--- config.mk ---
export PLATFORM = sky130hd
export DESIGN_NAME = multi_client_heartbeat_watchdog_unit
export DESIGN_NICKNAME = d
export VERILOG_FILES = /design/src/hdl/mchw_pkg.sv /design/src/hdl/multi_client_heartbeat_watchdog_unit.sv /design/src/hdl/mchw_dp.sv /design/src/hdl/mchw_ctrl.sv
export SDC_FILE = /design/constraint.sdc
export NUM_CORES = 1
export LEC_CHECK = 0
export BUFFER_PORTS_ARGS = -buffer_cell sky130_fd_sc_hd__buf_2
export CAP_MARGIN = 20
export CORE_MARGIN = 5
export CORE_UTILIZATION = 55
export DETAILED_ROUTE_END_ITERATION = 10
export GPL_TIMING_DRIVEN = 0
export PLACE_DENSITY_LB_ADDON = 0.05
export SLEW_MARGIN = 20
export SYNTH_ARGS = -nofsm -noshare
export SYNTH_HDL_FRONTEND = slang
export SYNTH_SLANG_ARGS = --single-unit
--- constraint.sdc ---
create_clock -name i_clk -period 4.8 [get_ports i_clk]
set_clock_uncertainty 0.2 [all_clocks]
set_input_delay 0.96 -clock i_clk [delete_from_list [all_inputs] [get_ports i_clk]]
set_output_delay 0.96 -clock i_clk [all_outputs]
set_load 0.03 [all_outputs]
--- src/hdl/mchw_pkg.sv ---
// ============================================================================
// mchw_pkg
// Shared types and constants for the multi-client heartbeat watchdog.
// ============================================================================
`default_nettype none

package mchw_pkg;

    // Stream payload widths (fields packed low to high, zero padded to bytes)
    localparam int IN_TDATA_W  = 16;  // opcode[2:0], client_id[6:3], reload_value[14:7]
    localparam int OUT_TDATA_W = 24;  // assigned_id[3:0], table_full[4],
                                      // alert_mask[20:5], restart_request[21]

    // Field widths
    localparam int OP_W     = 3;
    localparam int ID_W     = 4;
    localparam int VAL_W    = 8;
    localparam int ALERT_W  = 16;

    // Configuration port
    localparam int CFG_ADDR_W = 1;
    localparam int CFG_DATA_W = 8;

    localparam logic [CFG_ADDR_W-1:0] CFG_FAIL_LIMIT  = 1'b0;
    localparam logic [CFG_ADDR_W-1:0] CFG_RELEASE_EXT = 1'b1;

    localparam logic [CFG_DATA_W-1:0] FAIL_LIMIT_RST  = 8'd3;
    localparam logic [CFG_DATA_W-1:0] RELEASE_EXT_RST = 8'd2;

    typedef enum logic [OP_W-1:0] {
        OP_REGISTER    = 3'd0,
        OP_KICK        = 3'd1,
        OP_TICK        = 3'd2,
        OP_SUSPEND     = 3'd3,
        OP_SUSPEND_ALL = 3'd4,
        OP_RELEASE     = 3'd5,
        OP_RELEASE_ALL = 3'd6
    } t_opcode;

    // Controller -> datapath commands
    typedef struct packed {
        logic load;   // capture accepted transaction
        logic exec;   // run the execute-state part of the operation
        logic step;   // process one slot of a tick walk
        logic push;   // move result into output register
    } t_dp_cmd;

    // Datapath -> controller status
    typedef struct packed {
        logic tick_walk;  // latched op is a tick with slots to walk and no global hold
        logic walk_last;  // current walk slot is the last registered one
    } t_dp_status;

endpackage

`default_nettype wire

--- src/hdl/multi_client_heartbeat_watchdog_unit.sv ---
// ============================================================================
// multi_client_heartbeat_watchdog_unit
// Heartbeat watchdog for up to CLIENTS clients with per-client countdowns.
// ============================================================================
// Sequencing: accept, execute, then for a tick with registered clients and no
//   global hold the walk, then done, which pushes once the output is free.
// A new transaction is taken only after that push; the tick walk visits one
//   client slot per cycle through the single update path.
// Reset (synchronous, active low): table, suspend state and slot count clear,
//   fail_limit = 3, release_extension = 2, no result pending.
`default_nettype none

module multi_client_heartbeat_watchdog_unit #(
    parameter int CLIENTS = 16  // 1..32; ids and alert bits above 15 do not reach the ports
) (
    input  wire logic                                i_clk,
    input  wire logic                                i_rst_n,

    // Input stream
    input  wire logic                                i_s_axis_tvalid,
    output logic                                     o_s_axis_tready,
    // [2:0] opcode, [6:3] client_id, [14:7] reload_value, [15] zero
    input  wire logic [mchw_pkg::IN_TDATA_W-1:0]     i_s_axis_tdata,

    // Result stream
    output logic                                     o_m_axis_tvalid,
    input  wire logic                                i_m_axis_tready,
    // [3:0] assigned_id, [4] table_full, [20:5] alert_mask,
    // [21] restart_request, [23:22] zero
    output logic      [mchw_pkg::OUT_TDATA_W-1:0]    o_m_axis_tdata,

    // Configuration write port: 0 fail_limit, 1 release_extension
    input  wire logic                                i_cfg_we,
    input  wire logic [mchw_pkg::CFG_ADDR_W-1:0]     i_cfg_addr,
    input  wire logic [mchw_pkg::CFG_DATA_W-1:0]     i_cfg_wdata
);

    mchw_pkg::t_dp_cmd    w_cmd;
    mchw_pkg::t_dp_status w_status;

    // Controller: owns the handshakes; input is taken only when idle, the
    // output register lets the next transaction start while a result waits.
    mchw_ctrl u_ctrl (
        .i_clk      (i_clk),
        .i_rst_n    (i_rst_n),
        .i_s_tvalid (i_s_axis_tvalid),
        .o_s_tready (o_s_axis_tready),
        .o_m_tvalid (o_m_axis_tvalid),
        .i_m_tready (i_m_axis_tready),
        .i_status   (w_status),
        .o_cmd      (w_cmd)
    );

    // Datapath: client table, config registers, tick walk and result regs.
    mchw_dp #(
        .CLIENTS (CLIENTS)
    ) u_dp (
        .i_clk       (i_clk),
        .i_rst_n     (i_rst_n),
        .i_cmd       (w_cmd),
        .o_status    (w_status),
        .i_in_data   (i_s_axis_tdata),
        .o_out_data  (o_m_axis_tdata),
        .i_cfg_we    (i_cfg_we),
        .i_cfg_addr  (i_cfg_addr),
        .i_cfg_wdata (i_cfg_wdata)
    );

endmodule

`default_nettype wire

--- src/hdl/mchw_dp.sv ---
// ============================================================================
// mchw_dp
// Watchdog datapath: client table, config registers, tick walk, result regs.
// ============================================================================
`default_nettype none

module mchw_dp #(
    parameter int CLIENTS = 16
) (
    input  wire logic                                i_clk,
    input  wire logic                                i_rst_n,
    input  wire mchw_pkg::t_dp_cmd                   i_cmd,
    output mchw_pkg::t_dp_status                     o_status,
    input  wire logic [mchw_pkg::IN_TDATA_W-1:0]     i_in_data,
    output logic      [mchw_pkg::OUT_TDATA_W-1:0]    o_out_data,
    input  wire logic                                i_cfg_we,
    input  wire logic [mchw_pkg::CFG_ADDR_W-1:0]     i_cfg_addr,
    input  wire logic [mchw_pkg::CFG_DATA_W-1:0]     i_cfg_wdata
);

    localparam int IW = (CLIENTS > 1) ? $clog2(CLIENTS) : 1;
    localparam int CW = $clog2(CLIENTS + 1);

    function automatic logic [7:0] sat_add8(input logic [7:0] a, input logic [7:0] b);
        logic [8:0] s;
        s = {1'b0, a} + {1'b0, b};
        return s[8] ? 8'hFF : s[7:0];
    endfunction

    // latched transaction
    logic [mchw_pkg::OP_W-1:0]   r_op;
    logic [mchw_pkg::ID_W-1:0]   r_id;
    logic [mchw_pkg::VAL_W-1:0]  r_reload;

    // config
    logic [7:0] r_fail_limit;
    logic [7:0] r_rel_ext;

    // client table
    logic [7:0]         r_cd   [CLIENTS];
    logic [7:0]         r_miss [CLIENTS];
    logic [CLIENTS-1:0] r_susp;
    logic               r_all_susp;
    logic [CW-1:0]      r_count;

    // walk and results
    logic [IW-1:0]                  r_idx;
    logic [mchw_pkg::ID_W-1:0]      r_assigned;
    logic                           r_full;
    logic [mchw_pkg::ALERT_W-1:0]   r_alert;
    logic                           r_restart;
    logic [mchw_pkg::OUT_TDATA_W-1:0] r_out_data;

    logic          w_reg_ok;
    logic [IW-1:0] w_new_slot;
    logic          w_new_held;
    logic          w_id_ok;
    logic [IW-1:0] w_id_slot;
    logic          w_id_held;
    logic [7:0]    w_reload_nz;
    logic [7:0]    w_cd;
    logic [7:0]    w_miss;
    logic [7:0]    w_miss_inc;
    logic          w_walk_held;
    logic [CW:0]   w_idx_next;

    assign w_reg_ok    = (r_count < CW'(CLIENTS));
    assign w_new_slot  = IW'(r_count);
    assign w_new_held  = r_all_susp || r_susp[w_new_slot];
    assign w_id_ok     = (32'(r_id) < CLIENTS);
    assign w_id_slot   = IW'(r_id);
    assign w_id_held   = r_all_susp || r_susp[w_id_slot];
    assign w_reload_nz = (r_reload == 8'd0) ? 8'd1 : r_reload;

    assign w_cd        = r_cd[r_idx];
    assign w_miss      = r_miss[r_idx];
    assign w_miss_inc  = (w_miss == 8'hFF) ? w_miss : w_miss + 8'd1;
    assign w_walk_held = r_susp[r_idx];
    assign w_idx_next  = (CW+1)'(r_idx) + (CW+1)'(1);

    assign o_status.tick_walk = (r_op == mchw_pkg::OP_TICK) && (r_count != '0) && !r_all_susp;
    assign o_status.walk_last = (w_idx_next == (CW+1)'(r_count));

    assign o_out_data = r_out_data;

    // table state and config
    always_ff @(posedge i_clk) begin
        if (!i_rst_n) begin
            for (int i = 0; i < CLIENTS; i++) begin
                r_cd[i]   <= '0;
                r_miss[i] <= '0;
            end
            r_susp       <= '0;
            r_all_susp   <= 1'b0;
            r_count      <= '0;
            r_fail_limit <= mchw_pkg::FAIL_LIMIT_RST;
            r_rel_ext    <= mchw_pkg::RELEASE_EXT_RST;
        end else begin
            if (i_cfg_we) begin
                case (i_cfg_addr)
                    mchw_pkg::CFG_FAIL_LIMIT:  r_fail_limit <= i_cfg_wdata;
                    mchw_pkg::CFG_RELEASE_EXT: r_rel_ext    <= i_cfg_wdata;
                    default: ;
                endcase
            end
            if (i_cmd.exec) begin
                case (r_op)
                    mchw_pkg::OP_REGISTER: begin
                        if (w_reg_ok) begin
                            if (!w_new_held) begin
                                r_cd[w_new_slot] <= w_reload_nz;
                            end
                            r_miss[w_new_slot] <= '0;
                            r_count            <= r_count + CW'(1);
                        end
                    end
                    mchw_pkg::OP_KICK: begin
                        if (w_id_ok && !w_id_held) begin
                            r_cd[w_id_slot] <= w_reload_nz;
                        end
                    end
                    mchw_pkg::OP_SUSPEND: begin
                        if (w_id_ok) begin
                            r_susp[w_id_slot] <= 1'b1;
                        end
                    end
                    mchw_pkg::OP_SUSPEND_ALL: begin
                        r_all_susp <= 1'b1;
                    end
                    mchw_pkg::OP_RELEASE: begin
                        if (w_id_ok) begin
                            r_cd[w_id_slot]   <= sat_add8(r_cd[w_id_slot], r_rel_ext);
                            r_susp[w_id_slot] <= 1'b0;
                        end
                    end
                    mchw_pkg::OP_RELEASE_ALL: begin
                        for (int i = 0; i < CLIENTS; i++) begin
                            if (CW'(i) < r_count) begin
                                r_cd[i] <= sat_add8(r_cd[i], r_rel_ext);
                            end
                        end
                        r_all_susp <= 1'b0;
                    end
                    default: ;  // tick work happens in the walk; unused code is a no-op
                endcase
            end
            if (i_cmd.step && !w_walk_held) begin
                if (w_cd == 8'd0) begin
                    r_miss[r_idx] <= w_miss_inc;
                end else begin
                    r_cd[r_idx]   <= w_cd - 8'd1;
                    r_miss[r_idx] <= '0;
                end
            end
        end
    end

    // transaction payload and results
    always_ff @(posedge i_clk) begin
        if (i_cmd.load) begin
            r_op     <= i_in_data[2:0];
            r_id     <= i_in_data[6:3];
            r_reload <= i_in_data[14:7];
        end
        if (i_cmd.exec) begin
            r_idx      <= '0;
            r_alert    <= '0;
            r_restart  <= 1'b0;
            r_assigned <= '0;
            r_full     <= 1'b0;
            if (r_op == mchw_pkg::OP_REGISTER) begin
                if (w_reg_ok) begin
                    r_assigned <= mchw_pkg::ID_W'(w_new_slot);
                end else begin
                    r_full <= 1'b1;
                end
            end
        end
        if (i_cmd.step) begin
            r_idx <= r_idx + IW'(1);
            if (!w_walk_held && (w_cd == 8'd0)) begin
                r_alert <= r_alert | mchw_pkg::ALERT_W'(32'd1 << r_idx);
                if (w_miss_inc >= r_fail_limit) begin
                    r_restart <= 1'b1;
                end
            end
        end
        if (i_cmd.push) begin
            r_out_data <= {2'b00, r_restart, r_alert, r_full, r_assigned};
        end
    end

    // walk never goes past the registered slots
    a_walk_in_range: assert property (@(posedge i_clk) disable iff (!i_rst_n)
        i_cmd.step |-> ((CW+1)'(r_idx) < (CW+1)'(r_count)))
        else $error("tick walk beyond registered clients");

    // a successful register grows the table by one
    a_reg_count: assert property (@(posedge i_clk) disable iff (!i_rst_n)
        (i_cmd.exec && (r_op == mchw_pkg::OP_REGISTER) && w_reg_ok)
        |=> (r_count == $past(r_count) + CW'(1)))
        else $error("register did not advance slot count");

    // full flag only when every slot is taken
    a_full_flag: assert property (@(posedge i_clk) disable iff (!i_rst_n)
        (i_cmd.exec && (r_op == mchw_pkg::OP_REGISTER))
        |=> (r_full == ($past(r_count) == CW'(CLIENTS))))
        else $error("table_full disagrees with slot count");

endmodule

`default_nettype wire

--- src/hdl/mchw_ctrl.sv ---
// ============================================================================
// mchw_ctrl
// Watchdog controller: sequences accept, execute, tick walk and result push.
// ============================================================================
`default_nettype none

module mchw_ctrl (
    input  wire logic                  i_clk,
    input  wire logic                  i_rst_n,
    input  wire logic                  i_s_tvalid,
    output logic                       o_s_tready,
    output logic                       o_m_tvalid,
    input  wire logic                  i_m_tready,
    input  wire mchw_pkg::t_dp_status  i_status,
    output mchw_pkg::t_dp_cmd          o_cmd
);

    typedef enum logic [3:0] {
        ST_IDLE = 4'b0001,
        ST_EXEC = 4'b0010,
        ST_WALK = 4'b0100,
        ST_DONE = 4'b1000
    } t_state;

    t_state r_state, n_state;
    logic   r_out_valid, n_out_valid;
    logic   w_out_free;

    assign w_out_free = !r_out_valid || i_m_tready;
    assign o_s_tready = (r_state == ST_IDLE);
    assign o_m_tvalid = r_out_valid;

    always_comb begin
        n_state = r_state;
        o_cmd   = '0;
        case (r_state)
            ST_IDLE: begin
                if (i_s_tvalid) begin
                    o_cmd.load = 1'b1;
                    n_state    = ST_EXEC;
                end
            end
            ST_EXEC: begin
                o_cmd.exec = 1'b1;
                n_state    = i_status.tick_walk ? ST_WALK : ST_DONE;
            end
            ST_WALK: begin
                o_cmd.step = 1'b1;
                if (i_status.walk_last) begin
                    n_state = ST_DONE;
                end
            end
            ST_DONE: begin
                if (w_out_free) begin
                    o_cmd.push = 1'b1;
                    n_state    = ST_IDLE;
                end
            end
            default: n_state = ST_IDLE;
        endcase
    end

    always_comb begin
        if (o_cmd.push) begin
            n_out_valid = 1'b1;
        end else if (i_m_tready) begin
            n_out_valid = 1'b0;
        end else begin
            n_out_valid = r_out_valid;
        end
    end

    always_ff @(posedge i_clk) begin
        if (!i_rst_n) begin
            r_state     <= ST_IDLE;
            r_out_valid <= 1'b0;
        end else begin
            r_state     <= n_state;
            r_out_valid <= n_out_valid;
        end
    end

    // never overwrite an untaken result
    a_push_free: assert property (@(posedge i_clk) disable iff (!i_rst_n)
        o_cmd.push |-> (!r_out_valid || i_m_tready))
        else $error("result pushed over pending output");

    // accepted transaction goes straight to execute
    a_accept_exec: assert property (@(posedge i_clk) disable iff (!i_rst_n)
        (i_s_tvalid && o_s_tready) |=> (r_state == ST_EXEC))
        else $error("accept not followed by execute");

    // no walk unless the datapath asked for one
    a_no_walk: assert property (@(posedge i_clk) disable iff (!i_rst_n)
        ((r_state == ST_EXEC) && !i_status.tick_walk) |=> (r_state == ST_DONE))
        else $error("walk entered without a tick to run");

endmodule

`default_nettype wire

* Word level (Yosys, flattened, before mapping) *
Memories as Yosys holds them, arrays and structs flattened. A register that Yosys moved wholly into a read port is not among the register bits.
Index checks and enable logic that the tools add are counted.

cells by class
  $add $sub $neg = 22
  $mul = 0
  div/mod/pow operators = 0
  order comparisons = 22
  equal/unequal tests = 15
  shift operators = 1
  muxes and demuxes = 197
  bitwise logic cells = 23
  reduce and logical (&&, ||, !) cells = 31

operator list
  kind                  number
  $mux 8                42
  $add 8x8->9           17
  $mux 1                131
  $mux 4                14
  $mux 16               3
  $lt 4x5->1 const A    8
  $reduce_or 8->1       5
  $or 16x16->16         2
  $pmux 16 s2           1
  $lt 3x5->1 const A    4
  $or 1x1->1            18
  $and 16x16->16        1
  $logic_not 8->1       2
  $not 16->16           1
  $pmux 4 s4            1
  $shl 1x4->16 const A  1
  $lt 4x5->1 const B    3
  $bmux 1 s4            3
  $lt 1x5->1 const A    2
  $lt 2x5->1 const A    2
  $reduce_and 2->1      5
  $eq 3x3->1 const B    3
  $add 8x1->8 const B   1
  $eq 8x8->1 const B    1
  26 further kinds      40

word-level totals
  flip-flop bits (word level) = 106
  latch bits = 0
  RAM bits = 256
  bits in read-only memories = 0
  input port bits = 30
  word-level logic and storage cells = 329
  memories kept = 2

memory list
  name         words  width  read ports  clocked after Yosys merged registers in  write ports  RTL line       text
  u_dp.r_cd    16     8      18          2                                        16           mchw_dp.sv:40  logic [7:0] r_cd [CLIENTS];
  u_dp.r_miss  16     8      1           1                                        16           mchw_dp.sv:41  logic [7:0] r_miss [CLIENTS];

* Logic depth before layout (Yosys ltp) *
Gate-level depths: netlist of run 1.

  depth after elaboration = 13
  gate-level depth with buffers = 19
  gate-level depth less buffers = 17

* Hierarchy *
A second synthesis of run 1 with hierarchy kept.

second synthesis, totals
  cell total of the unflattened synthesis = 2551
  area, all modules = 26435.4 µm²

by module, submodules not included
  module     instances  cells each  area an instance (µm²)  sequential area each (µm²)
  mchw_dp    1          2515        26116.3                 10329.9
  mchw_ctrl  1          36          319.1                   100.1

* Least setup slack after synthesis of run 1 *
Ideal clock, no wire load.

  path type = flip-flop to flip-flop
  start point = register (tool-made name)
  end point = memory u_dp.r_cd[2][3], data pin
  data arrival time = 4.522 ns
  path slack = -0.190 ns
  cell stages (with the launch flop) = 17
  buffers on the path = 3
  path through = dfxtp_1 > clkbuf_1 > buf_1 > mux4_2 > mux4_2 > ha_1 > fa_1 > a21o_1 > a21oi_1 > nor2b_1 > o31a_1 > o21ai_0 > nand2_1 > o22a_1 > o21ai_1 > clkbuf_1 > o22ai_1

RTL lines
  element           RTL line
  end: declaration  mchw_dp.sv:40

==> results by stage, run 1 <==
Timing:
- The final max-slew violation count was 0.
- Setup repair after global routing could not meet its margin everywhere.
- The achievable frequency is 209 MHz.
- The worst path in the final design needs a cycle of 4790 ps, including I/O delays and setup.
- The final count of hold timing violations is 0.
- Setup violations remaining at the end of the flow were counted as 0.
- Dividing the final minimum period by the clock period gives 0.997.
- The pin slew with the least headroom to its limit is 1300 ps.
- The max-slew headroom at the worst pin is 0.133.

Global routing:
- The initial antenna violation count was 1.
- The first global-routing pass estimated 116000 um of wire.
- The leftover overflow at the end of global routing is 0.
- The number of global-route vias before repair is 18500.
- The largest net degree at the start of global routing is 19.
- The global routing usage summed across all routing layers is 0.327.

Logic synthesis:
- The portion of synthesized cell area occupied by the leading cell type is 0.379.
- The mean cell area of the mapped netlist is 10.8 um^2.
- The combined area of all synthesized cells is 0.0239 mm^2.
- The number of synthesis warnings is 0.
- The fraction of registers with async set or reset after synthesis is 0.
- The dominant cell type by area after synthesis is sky130_fd_sc_hd__edfxtp_1.
- In the post-synthesis netlist, the biggest area contributors are sky130_fd_sc_hd__edfxtp_1, sky130_fd_sc_hd__mux4_2, sky130_fd_sc_hd__ha_1, sky130_fd_sc_hd__dfxtp_1, sky130_fd_sc_hd__nor2_1.
- After synthesis the netlist holds a flip-flop and latch count of 370.
- The flip-flop cell with the highest count after synthesis is sky130_fd_sc_hd__edfxtp_1.
- Of the synthesized area, sequential elements account for 0.436.
- The number of distinct standard cells referenced by the synthesized netlist is 78.
- The number of enable flip-flop cells after synthesis is 302.
- The synthesized instance count is 2226.

Setup path:
- The kind of end point of the critical path is a flop.
- In this run the register-to-register setup slack is 10 ps.
- The critical-path maximum fanout is 10.
- The count of cells along the worst register-to-register path is 19.
- For the worst setup path, the data required time is 5060 ps.
- STA classifies the critical path startpoint as a flop.
- In this run the critical register-to-register path is captured at u_dp.r_restart$_DFF_P_.
- The category of the critical setup timing path is reg2reg.
- The worst endpoint data arrival time is 5050 ps.

Layout:
- The fraction of final layout cells with drive strength greater than 1 is 0.165.
- The final cell utilization of the core is 0.630.
- The area growth from synthesis to layout is 13.4%.
- 0 antenna diodes ended up in the layout.
- In the final design database the tool counted 2549 nets.
- The number of fill cells is 3527.

Clocking:
- For this design, the sink count on the clock tree is 370.
- In this run the deepest clock path goes through 3 buffers.
- Counting the buffers created by CTS gives 41.
- For this design, the CTS-stage hold fixing added 0 buffers.
- The number of levels the H-tree was split into is 2.
- The register clock-pin slew on the reported worst setup and hold paths is 60 ps.
- The clock latency on the worst-skew pair is 580 ps.
- TritonCTS built the clock tree.
- The buffer type at the clock tree root is sky130_fd_sc_hd__clkbuf_16.

Floorplan:
- The die is 219 um wide.
- The initial utilization of the core area, before any placement, comes to 0.556.
- The die covers 0.0478 mm^2.
- In this run the count of I/O pins placed on the die edge is 56.
- The core region is 0.0431 mm^2.
- After floorplanning, the core was divided into 76 placement rows.
- The die boundary height is 219 um.

Route:
- The aggregate routed wire length is 77800 um.
- The detailed router finished its first iteration with 2025 violations.
- The final routed DRC violation total is 0.
- Before antenna repair, the detailed router went through 5 iterations.
- The routed layout has 18900 vias.
- The detail-routed net length per standard cell is 26.2 um.
- Dividing the detail-routed via count by the number of cells gives 6.37.
- The detail route stage leaves a number of antenna-violating nets equal to 0.

Power and ir drop:
- Dividing total power by cell area gives a power density of 310 mW/mm^2.
- For this design the static power due to leakage is 10.5 nW.
- The power after layout is 8.42 mW.
- The largest vdd supply drop is 0.293 mV.

Worst hold path:
- Along the worst hold path, the cell count comes to 0.
- The path with the worst hold slack has its endpoint at u_dp.o_out_data[4]$_DFFE_PP_.
- The worst hold path begins at u_dp.r_full$_SDFFCE_PP0P_.
- The worst min-delay path category is reg2reg.

Outcome:
- The run finished with clean final reports.

Placed design:
- The placer's final routability congestion estimate is 0.983.
- Detailed placement ended at an HPWL of 57300 um.
- The number of buffer cells added on primary ports is 51.

Flow run:
- Max-cap violations in this run came to 0.
## logic make-up (layout without fill, tap and decap cells)
family,after synthesis,after routing,synth area share
and+or+nand+nor,661,661,0.121
AOI/OAI and AO/OA,487,487,0.124
xor gates and xnor gates,91,91,0.0333
muxes,198,198,0.147
adders and majority gates,172,172,0.0952
DFF,370,370,0.436
buffers and inverters,246,398,0.0427
other,1,2,0.000157
## through the flow
step	setup TNS (ps)	worst slack, ps	cell area [um^2]	instances	hold slack (ps)
3_3_place_gp	-579000	-2100	24900	2863	206
6_report	0	13.3	27100	2964	217
2_1_floorplan	0	85.6	23900	2227	200
3_5_place_dp	-594810	-2200	25100	2870	205
4_1_cts	0	0	27000	2960	219
5_1_grt	-191	-191	27100	2964	223
## critical path: stages (launching register included)
cell and delay, ps:
sky130_fd_sc_hd__dfxtp_1 350, sky130_fd_sc_hd__buf_12 180, sky130_fd_sc_hd__buf_16 180, sky130_fd_sc_hd__mux4_2 550, sky130_fd_sc_hd__mux4_2 530, sky130_fd_sc_hd__ha_1 240
sky130_fd_sc_hd__and2_1 180, sky130_fd_sc_hd__o211a_1 170, sky130_fd_sc_hd__nand4_1 200, sky130_fd_sc_hd__xnor2_1 180, sky130_fd_sc_hd__ha_1 260, sky130_fd_sc_hd__nand2b_1 140
sky130_fd_sc_hd__a21o_1 190, sky130_fd_sc_hd__a21o_1 180, sky130_fd_sc_hd__a21o_1 170, sky130_fd_sc_hd__a21o_1 160, sky130_fd_sc_hd__a21o_1 180, sky130_fd_sc_hd__a21o_1 170
sky130_fd_sc_hd__a21oi_1 150, sky130_fd_sc_hd__o21ai_0 90
## cells in the final DEF, fill, tap and decap left out, drive strengths merged, types with 33 or more instances in the layout
master,Yosys,final
nor2,325,325
edfxtp,302,302
o21ai,184,184
nand2,169,169
ha,155,155
inv,127,130
buf,49,127
mux4,122,122
clkbuf,68,113
a21oi,105,105
xnor2,73,73
dfxtp,68,68
mux2i,63,63
o22ai,61,61
a21o,39,39
nor2b,33,33
## cells in the mapped netlist, drive strengths merged (4+ instances only)
library cell,instances
a21boi,26
a21o,39
a21oi,105
a221oi,5
a22o,5
a22oi,9
a31oi,7
and2,8
buf,49
clkbuf,68
dfxtp,68
edfxtp,302
fa,17
ha,155
inv,127
mux2,13
mux2i,63
mux4,122
nand2,169
nand2b,30
nand3,31
nand3b,5
nor2,325
nor2b,33
nor3,28
nor4b,5
o211ai,8
o21ai,184
o22ai,61
o31ai,5
o32ai,4
or2,5
or3,7
xnor2,73
xor2,18
## routing by layer
metal / track usage / share of wire / vias up
li1: - / - / 8438
met5: 0 / 0.00017 / -
met3: 0.0612 / 0.084 / 245
met2: 0.522 / 0.46 / 959
met4: 0.164 / 0.061 / 2
met1: 0.431 / 0.39 / 9249
## final cells by class
cell class / count / area [um^2] / share of cell area
multi-input combinational: 1611 / 12800 / 0.470
sequential: 370 / 10400 / 0.385
clock inverter: 27 / 322 / 0.0118
timing repair buffer: 80 / 623 / 0.0230
inverter: 129 / 484 / 0.0178
clock buffer: 48 / 1060 / 0.0391
tap: 585 / 732 / 0.0270
buffer: 114 / 706 / 0.0260
## registers in the layout (all words and copies together), names as in the netlist, named ones only
name and cells:
u_dp.r_fail_limit 8, u_dp.r_miss 128, u_dp.r_reload 8, u_dp.o_out_data 22
u_dp.r_all_susp 1, u_dp.r_full 1, u_dp.r_alert 16, u_dp.r_rel_ext 8
u_dp.r_count 5, u_ctrl.o_m_tvalid 1, u_dp.r_id 4, u_dp.r_idx 4
u_dp.r_assigned 4, u_dp.r_cd 128, u_ctrl.r_state 4, u_dp.r_restart 1
u_dp.r_op 3
## power breakdown
part           total, mW  leakage (nW)  switching (mW)  internal, mW
Sequential          3.78          3.62           0.157          3.62
Combinational       1.31          6.20           0.727         0.586
Clock               3.33         0.666            1.36          1.97
## timing repair
item	CTS	global route
setup buffers	16	5
setup endpoints to repair	425	183
pin swaps	4	3
gates resized for setup	94	20
cloned	1	0
## worst max-delay path by stage
stage          cells past startpoint  from                         to  slack [ps]
6_report                          19  flop     u_dp.r_restart$_DFF_P_          10
5_1_grt                           19  flop     u_dp.r_restart$_DFF_P_        -190
4_1_cts                           19  flop     u_dp.r_restart$_DFF_P_           0
3_5_place_dp                      13  flop  u_dp.r_cd[3][3]$_DFFE_PP_       -2200
3_3_place_gp                      13  flop  u_dp.r_cd[3][3]$_DFFE_PP_       -2100
2_1_floorplan                     16  flop  u_dp.r_cd[2][3]$_DFFE_PP_          90
(Power assumes the default switching activity.)
==> run 2: changes to the inputs <==
PLACE_DENSITY = 0.76   (was not set)
PLACE_DENSITY_LB_ADDON = not set   (was 0.05)
clock period = 5.23 ns   (was 4.8 ns; I/O delays follow)
==> run 2 against run 1 <==
Against the previous run:
- global-route usage shrank 1.5 points
- final area shrank 1.8%
- first-iteration DRC count grew 41%
- sequential share of layout area grew 0.70 points
- fmax shrank 7.9%
- largest power group unchanged
==> results by stage, run 2 (synthesis results as in run 1) <==
Setup path:
- Measured in cells, the most critical reg-to-reg path has a length of 11.
- The worst endpoint data arrival time is 5160 ps.
- The largest incremental delay on the critical path is 830 ps.
- By startpoint and endpoint, the worst setup path is classified as reg2reg.
- In this design, the critical path's most frequently occurring cell is sky130_fd_sc_hd__buf_2.
- The combined buffer and inverter count along the critical path is 3.
- In this run the critical register-to-register path is captured at u_dp.r_cd[8][5]$_DFFE_PP_.
- The critical-path maximum fanout is 10.
- In this run the register-to-register setup slack is 40 ps.
- At the worst endpoint, the required time is 5190 ps.
- Traced cell by cell, the critical path runs through buf_2 > clkdlybuf4s15_2 > mux4_2 > a221oi_1 > and3_1 > a21oi_2 > buf_2 > nand3_1 > o31ai_1 > nand2_1 > nand3_2.
- The critical path crosses 11 cells after its start point.
- The worst setup path is launched from a flop.
- Among all stages on the critical path, the largest delay is contributed by sky130_fd_sc_hd__a221oi_1.
- Broken down by cell family, the worst path's largest delay share belongs to simple AND/OR/NAND/NOR gates.
- The kind of end point of the critical path is a flop.

Route:
- The final route contains 19100 vias.
- Once detail routing completed, the nets flagged for antenna violations numbered 0.
- For this block, the initial DRC count from the detailed router was 2862.
- In the final routed layout, each cell accounts on average for 25.5 um.
- The first detailed-routing pass ran for 7 iterations.
- Wires add up to 75100 um.
- In the routed design, unresolved DRC markers number 0.
- Using the TritonRoute via totals, the vias-per-cell ratio works out to 6.49.

Global routing:
- Global routing finished with a remaining overflow of 0.
- The initial antenna violation count is 1.
- The number of global-route vias before repair is 18800.
- Entering global routing, the biggest net connects 21 pins.
- The global routing usage summed across all routing layers is 0.312.
- The global-route wire length before repair is 113000 um.

Clocking:
- Clock-pin slew was measured on the worst setup and hold paths at 60 ps.
- The clock latency on the worst-skew pair is 570 ps.
- The number of levels the H-tree was split into is 2.
- The buffer type at the clock tree root is sky130_fd_sc_hd__clkbuf_16.
- The number of buffers on the longest clock path is 3.
- Buffers inserted during clock tree synthesis total 41.
- TritonCTS built the clock tree.
- The count of clock tree sinks is 370.

Layout:
- The final-stage net count is 2532.
- The fraction of final layout cells with drive strength greater than 1 is 0.151.
- The commonest non-fill, non-tap cell in the layout is sky130_fd_sc_hd__nor2_1.
- The area growth from synthesis to layout is 11.3%.
- The top cell types in the final layout, fill and taps aside, are sky130_fd_sc_hd__nor2_1, sky130_fd_sc_hd__edfxtp_1, sky130_fd_sc_hd__o21ai_0.
- The design area is 0.0267 mm^2.

Floorplan:
- For this configuration, the core starts out at a cell density of 0.556.
- The die covers 0.0478 mm^2.
- The number of standard-cell rows in the floorplan is 76.
- In this run the horizontal extent of the chip is 219 um.
- 56 I/O pins were placed.
- The core area is 0.0431 mm^2.
- The die is 219 um tall.

Placed design:
- The placed instance area is 0.0250 mm^2.
- In this run the tool buffered the top-level ports with 51 buffer cells.
- The congestion estimate from routability-driven global placement came to 1.02.
- The sum of net half-perimeters after detailed placement is 54500 um.

Power and ir drop:
- The portion of total power attributed to the clock network is 0.395.
- The internal portion of the total power is 5.57 mW.
- The analysis attributes to cell leakage a power of 10.3 nW.
- The analysis attributes to net switching a power of 2.07 mW.
- Of the total power, the share spent switching nets is 0.271.
- The power per cell area is 286 mW/mm^2.
- The share of total power dissipated in combinational logic is 0.150.
- Across the VDD grid, the largest voltage drop is 0.306 mV.
- The portion of total power attributed to sequential cells is 0.455.

Timing:
- Of the available clock period, the critical path in the final layout requires 0.993.
- The final count of hold timing violations is 0.
- The max-slew headroom at the worst pin is 0.196.
- The final max-slew violation count is 0.
- Setup violations remaining at the end of the flow were counted as 0.
- Subtracting the final worst setup slack from the clock period gives 5190 ps.
- The achievable frequency is 193 MHz.
- For the final routed database, the setup TNS stands at 0 ps.
- At the pin with the least slew margin, the transition time is 1210 ps.

Worst hold path:
- The worst min-delay path category is reg2reg.
- The path with the worst hold slack has its endpoint at u_dp.o_out_data[4]$_DFFE_PP_.
- Along the worst hold path, the cell count comes to 0.
- The worst min-delay path startpoint is u_dp.r_full$_SDFFCE_PP0P_.

Flow run:
- The reported max-cap violation count is 0.

Outcome:
- The run finished with clean final reports.
## run 2: changes by cell type in the layout (fill, tap and decap cells not counted), sizes merged
cell	before	now
clkinv	16	11
buf	127	111
bufbuf	1	0
clkinvlp	3	6
diode	0	1
clkbuf	113	117
bufinv	7	4
## run 2: area by class of cell
class / count / area (um^2)
plain buffers: 115 / 613
well taps: 585 / 732
diodes: 1 / 2.50
multi-input cells: 1611 / 12700
fillers: 3384 / 16400
repair buffers: 62 / 342
clock buffers: 52 / 1130
flip-flops and latches: 370 / 10400
inverters: 129 / 484
clock inverters: 22 / 251
## run 2: power by group through the flow
| stage | sequential, mW | clock [mW] | combinational [mW] |
|---|---|---|---|
| 6_report | 3.48 | 3.02 | 1.14 |
| 3_3_place_gp | 3.51 | 0 | 1.06 |
| 2_1_floorplan | 3.44 | 0 | 0.818 |
| 4_1_cts | 3.47 | 3.01 | 1.11 |
| 5_1_grt | 3.48 | 3.15 | 1.24 |
| 3_5_place_dp | 3.52 | 0 | 1.09 |
## run 2: worst max path at each step
stage	start	to	slack (ps)
finish	flop	u_dp.r_cd[8][5]$_DFFE_PP_	40
global route	flop	u_dp.r_cd[4][5]$_DFFE_PP_	-9
CTS	flop	u_dp.r_cd[4][5]$_DFFE_PP_	40
detailed placement	flop	u_dp.r_cd[7][3]$_DFFE_PP_	-1440
global placement	flop	u_dp.r_cd[2][3]$_DFFE_PP_	-1360
floorplan	flop	u_dp.r_cd[2][3]$_DFFE_PP_	240
## run 2: layer usage
layer | global-route usage | up-vias | part of all wire
li1 | - | 8374 | -
met1 | 0.405 | 9227 | 0.36
met2 | 0.492 | 1235 | 0.44
met3 | 0.0798 | 303 | 0.13
met4 | 0.152 | 0 | 0.064
met5 | 0 | - | 0
## run 2: through the flow
| stage | util | setup slack (ps) | std cells | power (mW) | hold WS (ps) |
|---|---|---|---|---|---|
| after detailed placement | 0.579 | -1440 | 2864 | 4.62 | 212 |
| after floorplan | - | 240 | 2227 | 4.26 | 200 |
| after CTS | 0.616 | 36.1 | 2942 | 7.59 | 226 |
| after global placement | 0.579 | -1360 | 2863 | 4.57 | 206 |
| after global routing | 0.619 | -9.27 | 2946 | 7.87 | 239 |
| final | 0.619 | 35.3 | 2947 | 7.63 | 225 |
## run 2: timing repair
item                                    4_1_cts  5_1_grt
setup buffers                                 6        4
pin swaps                                     2        1
cloned                                        0        0
endpoints found under the setup margin      401      268
gates resized for setup                      58       20
hold buffers                                  0        0
